**config.mk**
```make
export PLATFORM = sky130hd
export DESIGN_NAME = calendar_date_stepper_core
export DESIGN_NICKNAME = d
export VERILOG_FILES = /design/src/hdl/cds_pkg.sv /design/src/hdl/cds_rem400.sv /design/src/hdl/cds_date_unit.sv /design/src/hdl/calendar_date_stepper_core.sv
export VERILOG_INCLUDE_DIRS = /design/src /design/src/hdl
export SDC_FILE = /design/constraint.sdc
export NUM_CORES = 1
export LEC_CHECK = 0
export BUFFER_PORTS_ARGS = -buffer_cell sky130_fd_sc_hd__buf_2
export CORE_MARGIN = 2
export CORE_UTILIZATION = 41
export CTS_CLUSTER_SIZE = 28
export DETAILED_ROUTE_END_ITERATION = 16
export GPL_TIMING_DRIVEN = 0
export PLACE_DENSITY_LB_ADDON = 0.3
export SLEW_MARGIN = 15
export SYNTH_ARGS = -nofsm -noshare
export SYNTH_HDL_FRONTEND = slang
export SYNTH_SLANG_ARGS = --single-unit
```
**constraint.sdc**
```tcl
create_clock -name clk -period 6.1 [get_ports clk]
set_clock_uncertainty 0.15 [all_clocks]
set_input_delay 1.22 -clock clk [delete_from_list [all_inputs] [get_ports clk]]
set_output_delay 1.22 -clock clk [all_outputs]
set_load 0.02 [all_outputs]
```
**src/hdl/calendar_date_stepper_core_defines.svh**
```systemverilog
`ifndef CALENDAR_DATE_STEPPER_CORE_DEFINES_SVH
`define CALENDAR_DATE_STEPPER_CORE_DEFINES_SVH

`ifndef NO_ASSERTIONS
`define CDS_ASSERT(lbl, clk, rst, prop, msg) \
  lbl: assert property (@(posedge clk) disable iff (rst) prop) else $error(msg);
`define CDS_ASSERT_ALWAYS(lbl, clk, prop, msg) \
  lbl: assert property (@(posedge clk) prop) else $error(msg);
`else
`define CDS_ASSERT(lbl, clk, rst, prop, msg)
`define CDS_ASSERT_ALWAYS(lbl, clk, prop, msg)
`endif

`endif

```
**src/hdl/cds_pkg.sv**
```systemverilog
package cds_pkg;

  localparam logic [1:0] CMD_LOAD = 2'd0;
  localparam logic [1:0] CMD_FWD  = 2'd1;
  localparam logic [1:0] CMD_BACK = 2'd2;
  localparam logic [1:0] CMD_NONE = 2'd3;

  localparam int YEAR_CYCLE   = 400;
  localparam int CENTURY      = 100;
  localparam int LEAP_FEB     = 29;
  localparam int MONTHS       = 12;
  localparam int LAST_DAY_DEC = 31;

  localparam logic [4:0] MONTH_LEN [0:12] = '{
    5'd0, 5'd31, 5'd28, 5'd31, 5'd30, 5'd31, 5'd30,
    5'd31, 5'd31, 5'd30, 5'd31, 5'd30, 5'd31
  };

  typedef struct packed {
    logic [1:0]  cmd;
    logic [4:0]  new_day;
    logic [3:0]  new_month;
    logic [15:0] new_year;
    logic [15:0] step_count;
  } cds_request_t;

  typedef struct packed {
    logic [4:0]  cur_day;
    logic [3:0]  cur_month;
    logic [15:0] cur_year;
  } cds_result_t;

  typedef struct packed {
    logic load;
    logic fwd;
    logic back;
  } cds_date_ctrl_t;

  // leap test from year mod 400
  function automatic logic leap_from_mod(input logic [8:0] r);
    logic by4;
    logic cent;
    by4  = (r[1:0] == 2'd0);
    cent = (r == 9'(CENTURY)) || (r == 9'(2 * CENTURY)) || (r == 9'(3 * CENTURY));
    return (by4 && !cent) || (r == 9'd0);
  endfunction

  function automatic logic [4:0] days_in(input logic [3:0] m, input logic leap);
    logic [4:0] len;
    if (m > 4'(MONTHS)) begin
      len = 5'd0;
    end else if (m == 4'd2 && leap) begin
      len = 5'(LEAP_FEB);
    end else begin
      len = MONTH_LEN[m];
    end
    return len;
  endfunction

endpackage

```
**src/hdl/cds_rem400.sv**
```systemverilog
module cds_rem400 #(
  parameter int YEAR_BITS = 16
) (
  input  logic                 clk,
  input  logic                 rst,
  input  logic                 start,
  input  logic [YEAR_BITS-1:0] value,
  output logic                 done,
  output logic [8:0]           rem
);
  import cds_pkg::*;

  localparam int LOW_BITS = 4;
  localparam int ODD_DIV  = YEAR_CYCLE / (1 << LOW_BITS);
  localparam int XW       = YEAR_BITS - LOW_BITS;
  localparam int MW       = XW + 1;
  localparam int SHIFT    = XW + $clog2(ODD_DIV);
  localparam int PW       = XW + MW;
  localparam int QW       = PW - SHIFT;
  localparam longint unsigned RECIP =
    ((64'd1 << SHIFT) + 64'(ODD_DIV - 1)) / 64'(ODD_DIV);

  logic [YEAR_BITS-1:0] y;
  logic [PW-1:0]        prod;
  logic                 stage1;
  logic                 stage2;
  logic [QW-1:0]        quot;
  logic [XW-1:0]        resid;

  // year mod 400 = 16 * ((year >> 4) mod 25) + low four bits
  assign quot  = prod[PW-1:SHIFT];
  assign resid = y[YEAR_BITS-1:LOW_BITS] - XW'(quot) * XW'(ODD_DIV);

  always_ff @(posedge clk) begin
    if (rst) begin
      stage1 <= 1'b0;
      stage2 <= 1'b0;
      done   <= 1'b0;
    end else begin
      stage1 <= start;
      stage2 <= stage1;
      done   <= stage2;
    end
  end

  always_ff @(posedge clk) begin
    if (start) begin
      y <= value;
    end
    if (stage1) begin
      prod <= PW'(y[YEAR_BITS-1:LOW_BITS]) * PW'(MW'(RECIP));
    end
    if (stage2) begin
      rem <= {resid[4:0], y[LOW_BITS-1:0]};
    end
  end

endmodule

```
**src/hdl/cds_date_unit.sv**
```systemverilog
module cds_date_unit #(
  parameter int YEAR_BITS = 16
) (
  input  logic                    clk,
  input  logic                    rst,
  input  cds_pkg::cds_date_ctrl_t ctrl,
  input  logic [4:0]              ld_day,
  input  logic [3:0]              ld_month,
  input  logic [YEAR_BITS-1:0]    ld_year,
  input  logic [8:0]              ld_mod,
  output logic [4:0]              day,
  output logic [3:0]              month,
  output logic [YEAR_BITS-1:0]    year
);
  import cds_pkg::*;

  localparam longint unsigned YEAR_MAX = (64'd1 << YEAR_BITS) - 64'd1;
  localparam logic [8:0] WRAP_MOD = 9'(YEAR_MAX % 64'(YEAR_CYCLE));
  localparam logic [8:0] MOD_LAST = 9'(YEAR_CYCLE - 1);

  logic [8:0] ymod;
  logic       leap;
  logic [4:0] len_cur;
  logic [4:0] len_prev;
  logic [4:0] len_ld;
  logic       ld_ok;

  assign leap     = leap_from_mod(ymod);
  assign len_cur  = days_in(month, leap);
  assign len_prev = days_in(month - 4'd1, leap);
  assign len_ld   = days_in(ld_month, leap_from_mod(ld_mod));
  assign ld_ok    = (ld_month >= 4'd1) && (ld_month <= 4'(MONTHS));

  always_ff @(posedge clk) begin
    if (rst) begin
      day   <= '0;
      month <= '0;
      year  <= '0;
      ymod  <= '0;
    end else if (ctrl.load) begin
      year <= ld_year;
      ymod <= ld_mod;
      if (ld_ok) begin
        month <= ld_month;
        day   <= (ld_day <= len_ld) ? ld_day : 5'd0;
      end else begin
        month <= 4'd0;
        day   <= 5'd0;
      end
    end else if (ctrl.fwd) begin
      if (day < len_cur) begin
        day <= day + 5'd1;
      end else if (month < 4'(MONTHS)) begin
        day   <= 5'd1;
        month <= month + 4'd1;
      end else begin
        day   <= 5'd1;
        month <= 4'd1;
        year  <= year + YEAR_BITS'(1);
        if (year == '1) begin
          ymod <= 9'd0;
        end else begin
          ymod <= (ymod == MOD_LAST) ? 9'd0 : ymod + 9'd1;
        end
      end
    end else if (ctrl.back) begin
      if (day > 5'd1) begin
        day <= day - 5'd1;
      end else if (month > 4'd1) begin
        month <= month - 4'd1;
        day   <= len_prev;
      end else begin
        month <= 4'(MONTHS);
        day   <= 5'(LAST_DAY_DEC);
        year  <= year - YEAR_BITS'(1);
        if (year == '0) begin
          ymod <= WRAP_MOD;
        end else begin
          ymod <= (ymod == 9'd0) ? MOD_LAST : ymod - 9'd1;
        end
      end
    end
  end

endmodule

```
**src/hdl/calendar_date_stepper_core.sv**
```systemverilog
// Gregorian date counter. Raise start with a request word while busy is low; the
// block then holds busy until the result word appears on result for exactly one
// cycle with done high. The receiver cannot stall, so capture result whenever
// done is high. A step forward or back moves the date through the date unit
// one day per cycle for step_count days after the accepting edge, then reports;
// cmd 3 or a zero count reports without stepping. A load first runs the
// reciprocal-multiply year-mod-400 unit that feeds the leap-year test, then
// loads the date and then reports.
`include "calendar_date_stepper_core_defines.svh"

module calendar_date_stepper_core #(
  parameter int YEAR_BITS  = 16,
  parameter int COUNT_BITS = 16
) (
  input  logic                  clk,
  input  logic                  rst,
  input  logic                  start,
  output logic                  busy,
  input  cds_pkg::cds_request_t request,
  output logic                  done,
  output cds_pkg::cds_result_t  result
);
  import cds_pkg::*;

  localparam logic [1:0] S_IDLE = 2'd0;
  localparam logic [1:0] S_REM  = 2'd1;
  localparam logic [1:0] S_STEP = 2'd2;

  logic [1:0]            state;
  logic [1:0]            cmd_q;
  logic [COUNT_BITS-1:0] cnt;
  logic [4:0]            ld_day;
  logic [3:0]            ld_month;
  logic [YEAR_BITS-1:0]  ld_year;
  logic                  accept;
  logic                  rem_start;
  logic                  rem_done;
  logic [8:0]            rem;
  cds_date_ctrl_t        ctrl;
  logic [4:0]            day;
  logic [3:0]            month;
  logic [YEAR_BITS-1:0]  year;
  logic [31:0]           year_ext;

  assign busy      = (state != S_IDLE);
  assign accept    = start && !busy;
  assign rem_start = accept && (request.cmd == CMD_LOAD);
  assign year_ext  = 32'(year);

  always_comb begin
    ctrl.load = (state == S_REM) && rem_done;
    ctrl.fwd  = (state == S_STEP) && (cnt != '0) && (cmd_q == CMD_FWD);
    ctrl.back = (state == S_STEP) && (cnt != '0) && (cmd_q == CMD_BACK);
  end

  always_ff @(posedge clk) begin
    if (rst) begin
      state <= S_IDLE;
      done  <= 1'b0;
      cnt   <= '0;
    end else begin
      done <= 1'b0;
      unique case (state)
        S_IDLE: begin
          if (start) begin
            if (request.cmd == CMD_LOAD) begin
              state <= S_REM;
            end else begin
              state <= S_STEP;
              cnt   <= (request.cmd == CMD_NONE) ? '0 : COUNT_BITS'(request.step_count);
            end
          end
        end
        S_REM: begin
          if (rem_done) begin
            state <= S_STEP;
            cnt   <= '0;
          end
        end
        S_STEP: begin
          if (cnt == '0) begin
            state <= S_IDLE;
            done  <= 1'b1;
          end else begin
            cnt <= cnt - COUNT_BITS'(1);
          end
        end
        default: begin
          state <= S_IDLE;
        end
      endcase
    end
  end

  always_ff @(posedge clk) begin
    if (accept) begin
      cmd_q    <= request.cmd;
      ld_day   <= request.new_day;
      ld_month <= request.new_month;
      ld_year  <= YEAR_BITS'(request.new_year);
    end
    if ((state == S_STEP) && (cnt == '0)) begin
      result.cur_day   <= day;
      result.cur_month <= month;
      result.cur_year  <= year_ext[15:0];
    end
  end

  cds_rem400 #(
    .YEAR_BITS(YEAR_BITS)
  ) u_rem (
    .clk  (clk),
    .rst  (rst),
    .start(rem_start),
    .value(YEAR_BITS'(request.new_year)),
    .done (rem_done),
    .rem  (rem)
  );

  cds_date_unit #(
    .YEAR_BITS(YEAR_BITS)
  ) u_date (
    .clk     (clk),
    .rst     (rst),
    .ctrl    (ctrl),
    .ld_day  (ld_day),
    .ld_month(ld_month),
    .ld_year (ld_year),
    .ld_mod  (rem),
    .day     (day),
    .month   (month),
    .year    (year)
  );

  `CDS_ASSERT(a_done_idle, clk, rst, done |-> !busy, "result word while busy")
  `CDS_ASSERT(a_accept_busy, clk, rst, accept |=> busy, "accepted word did not start work")
  `CDS_ASSERT(a_month_range, clk, rst, done |-> (result.cur_month <= 4'(MONTHS)), "month out of range")
  `CDS_ASSERT(a_month_zero, clk, rst, done && (result.cur_month == 4'd0) |-> (result.cur_day == 5'd0), "day set with no month")
  `CDS_ASSERT(a_rem_in_load, clk, rst, rem_done |-> (state == S_REM), "year remainder outside a load")

endmodule
```
==> impl_results.md <==
* Global-route wire length before repair at 42900 um
* I/O Buffers at 71
* Global routing usage on met1 at 28.4%
* DR iter-0 viols at 648
* Worst min path class: flip-flop to flip-flop
* Ranking of synthesized cells by area: edfxtp_1, ha_1, dfxtp_1
* Total Power at 6.44 mW
* Layout cells sized above 1 at 11.4%
* Via count of the first global-routing pass at 8159
* Total GRT Usage at 20.8%
* Met2 Usage GRT at 33.3%
* Post-synthesis mux area share at 0.694%
* Crit path arrival time at 5740 ps
* Area grow syn2layout at 13.8%
* Post-synth EDFFs at 82
* Cell count after synthesis at 1051
* Most numerous cell in the Yosys netlist: ha_1
* Ys async rst share at 0%
* DP Wirelength at 20100 um
* CTS clk-pin slew, worst paths at 60 ps
* Top Ports at 73
* Drt total wl at 26200 um
* Synth Area in XOR/XNOR at 3.51%
* Initial antenna violation count at 1
* ANT cells at 0
* Setup CP Type: flip-flop to flip-flop
* Vias post-DR at 8364
* Initial core utilization at 42.0%
* Outcome: finished clean
* CTS tree: built
* Final worst path period need at 5700 ps
* Number of synthesized register bits at 138
* Hold Slack at 268 ps
* DR vias/cell at 5.64
* CTS HTree Levels at 4
* Remaining global-route overflow at 0
* CTS root buf: clkbuf_16
* Crit-path cells: fa_1 -> inv_1 -> fa_1 -> inv_1 -> ha_1 -> fa_1 -> inv_1 -> fa_1 -> inv_1 -> ha_1 -> a2111o_1 -> a31oi_1 -> o21ai_0 -> a2111oi_2 -> o21ai_0 -> o41ai_1 -> xnor2_1
* Post-Synth Simple-Gate Area at 12.7%
* Final setup vio count at 0
* Netlist cell types at 70
* Fmax at 0.175 GHz
* Remaining DRCs at 0
* Core Area at 24500 um^2
* Clock tree buffer depth at 2
* VDD IR max at 0.230 mV
* Met3 GRT Util at 3.27%
* Drt pass-1 iters at 8
* Relative slew slack at 26.3%
* Critical Path RT at 6130 ps
* ANT nets after route at 0
* Die width at 162 um
* Final hold violation count at 0
* Max FO, Critical Path at 6
* Cell taking the most area after synthesis: edfxtp_1
* Measured slew at the worst slew-check pin at 1100 ps
* Area of the die at 26300 um^2
* Post-synth top flop: edfxtp_1
* WP buf/inv at 4
* Startpoint Class: flip-flop
* Most Used Layer, Global Route: met2
* Cell Rows at 57
* Die Ht at 162 um
* Final Util at 47.8%
* Largest family of logic cells by synthesized area: adder cells
* CTS Sinks at 138
* Layout fillers at 2307
* Slowest CP cell: fa_1
* Pwr Density at 551 nW/um^2
* Slowest cell delay on critical path at 610 ps
* TritonCTS Buffers at 17
* Period utilisation layout at 93.5%
* Setup crit end kind: flip-flop
* Mean Syn Cell Area at 9.77 um^2
* Worst-Skew Late Latency at 440 ps
* Syn_nets at 1263
* Layout net count at 1359
* Largest net degree at the start of global routing at 28
* DR WL/cell at 17.6 um
* Slew Limit Fails at 0
* Leakage at 4.99 nW
* Register area share after synthesis at 34.9%
* Synth top cells by count: ha_1, inv_1, edfxtp_1, a21oi_1, nand2_1
* Max Cap Viol at 0
* Placer Congestion at 0.915
* Area share of fa/ha/maj cells after synthesis at 23.4%
* Post-Syn Area at 10300 um^2
* Yosys warning count at 0
* Complex-gate fraction of the synthesized area at 18.6%
* Post-synth top area share at 24.0%
* Largest delay share family, worst path: adder cells
[layout make-up]
type / instances / area, um^2 / area share (%)
Sequential cell: 138 / 3580 / 30.6
Inverter: 121 / 455 / 3.90
Multi-Input combinational cell: 747 / 6070 / 51.9
Tap cell: 324 / 405 / 3.47
Buffer: 45 / 188 / 1.61
Clock buffer: 18 / 429 / 3.67
Clock inverter: 14 / 160 / 1.37
Timing Repair Buffer: 77 / 404 / 3.46
[what timing repair did]
| action | 4_1_cts | 5_1_grt |
|---|---|---|
| setup endpoints to repair | 1 | 2 |
| setup buffers | 0 | 3 |
| resized for setup | 1 | 1 |
| hold buffers | 0 | 0 |
| pin swaps | 0 | 1 |
[placed cells by master, fill, tap and decap left out, types with 5 or more instances in the layout]
cell type	instances
clkbuf_16	17
o31ai_1	13
a22oi_1	10
nor3b_1	7
nand2_1	63
clkbuf_1	43
a311oi_1	11
buf_4	5
o21ai_0	48
xor2_1	15
a221oi_1	7
o211ai_1	9
dfxtp_1	56
inv_6	5
inv_1	120
edfxtp_1	82
mux2i_1	6
a21o_1	15
nand3_1	17
buf_2	73
nor2_1	51
a31oi_1	5
nand4_1	11
or4_1	5
o21a_1	10
xnor2_1	23
ha_1	123
o2111ai_1	5
nor4_1	16
and3_1	6
a211o_1	8
or3_1	5
nor3_1	22
nor2b_1	12
a211oi_1	25
fa_1	43
a21oi_1	81
and2_1	5
[logic make-up (layout without fill, tap and decap cells)]
kind of cell,Yosys count,after routing
XOR/XNOR,39,39
AND/OR/NAND/NOR,251,251
multiplexers,7,7
buffers and inverters,166,275
AO/OA/AOI/OAI,284,284
flip-flops,138,138
adder cells (fa/ha/maj),166,166
[flip-flops by register name, indices dropped and copies added, names as in the netlist, 5 cells and up]
register / count
u_date.ymod: 9
result: 25
ld_day: 5
u_date.day: 5
u_date.year: 16
cnt: 16
u_rem.prod: 5
ld_year: 16
u_rem.y: 16
u_rem.rem: 9
[power breakdown]
group,internal (mW),switching (mW),total (mW)
combinational,1.64,2.30,3.93
sequential,1.24,0.215,1.46
clock,0.610,0.441,1.05
[per-layer routing]
layer / share of wire (%) / routed length, um / vias to the layer above
met5: 0.050 / 13 / -
met2: 46 / 12000 / 249
met3: 4.6 / 1210 / 48
li1: - / - / 4055
met1: 47 / 12200 / 4010
met4: 2.8 / 725 / 2
[path summary, 6_finish.rpt]
| kind | startpoint | endpoint | slack (ps) | cells after the start |
|---|---|---|---|---|
| max | u_rem.y[8] | u_rem.prod[21] | 400 | 17 |
| min | u_rem.y[2] | u_rem.rem[2] | 270 | 0 |
| max reg2reg | u_rem.y[8] | u_rem.prod[21] | 400 | 17 |
| min reg2reg | u_rem.y[2] | u_rem.rem[2] | 270 | 0 |
[through the flow]
| step | std cells | setup TNS [ps] | setup WS (ps) | cell area [um^2] |
|---|---|---|---|---|
| after floorplan | 1051 | 0 | 706 | 10300 |
| after global placement | 1446 | -71.1 | -71.1 | 11000 |
| after detailed placement | 1449 | -69.8 | -69.8 | 11100 |
| after CTS | 1481 | 0 | 61.9 | 11700 |
| after global routing | 1484 | -32.4 | -32.4 | 11700 |
| final | 1484 | 0 | 396 | 11700 |
[worst register-to-register path: stages, from the launching register on]
cell	delay (ps)
edfxtp_1	560
fa_1	610
inv_1	70
fa_1	530
inv_1	40
ha_1	300
fa_1	540
inv_1	50
fa_1	530
inv_1	40
ha_1	210
a2111o_1	350
a31oi_1	150
o21ai_0	180
a2111oi_2	440
o21ai_0	220
o41ai_1	360
xnor2_1	100
(Power assumes the default switching activity.)
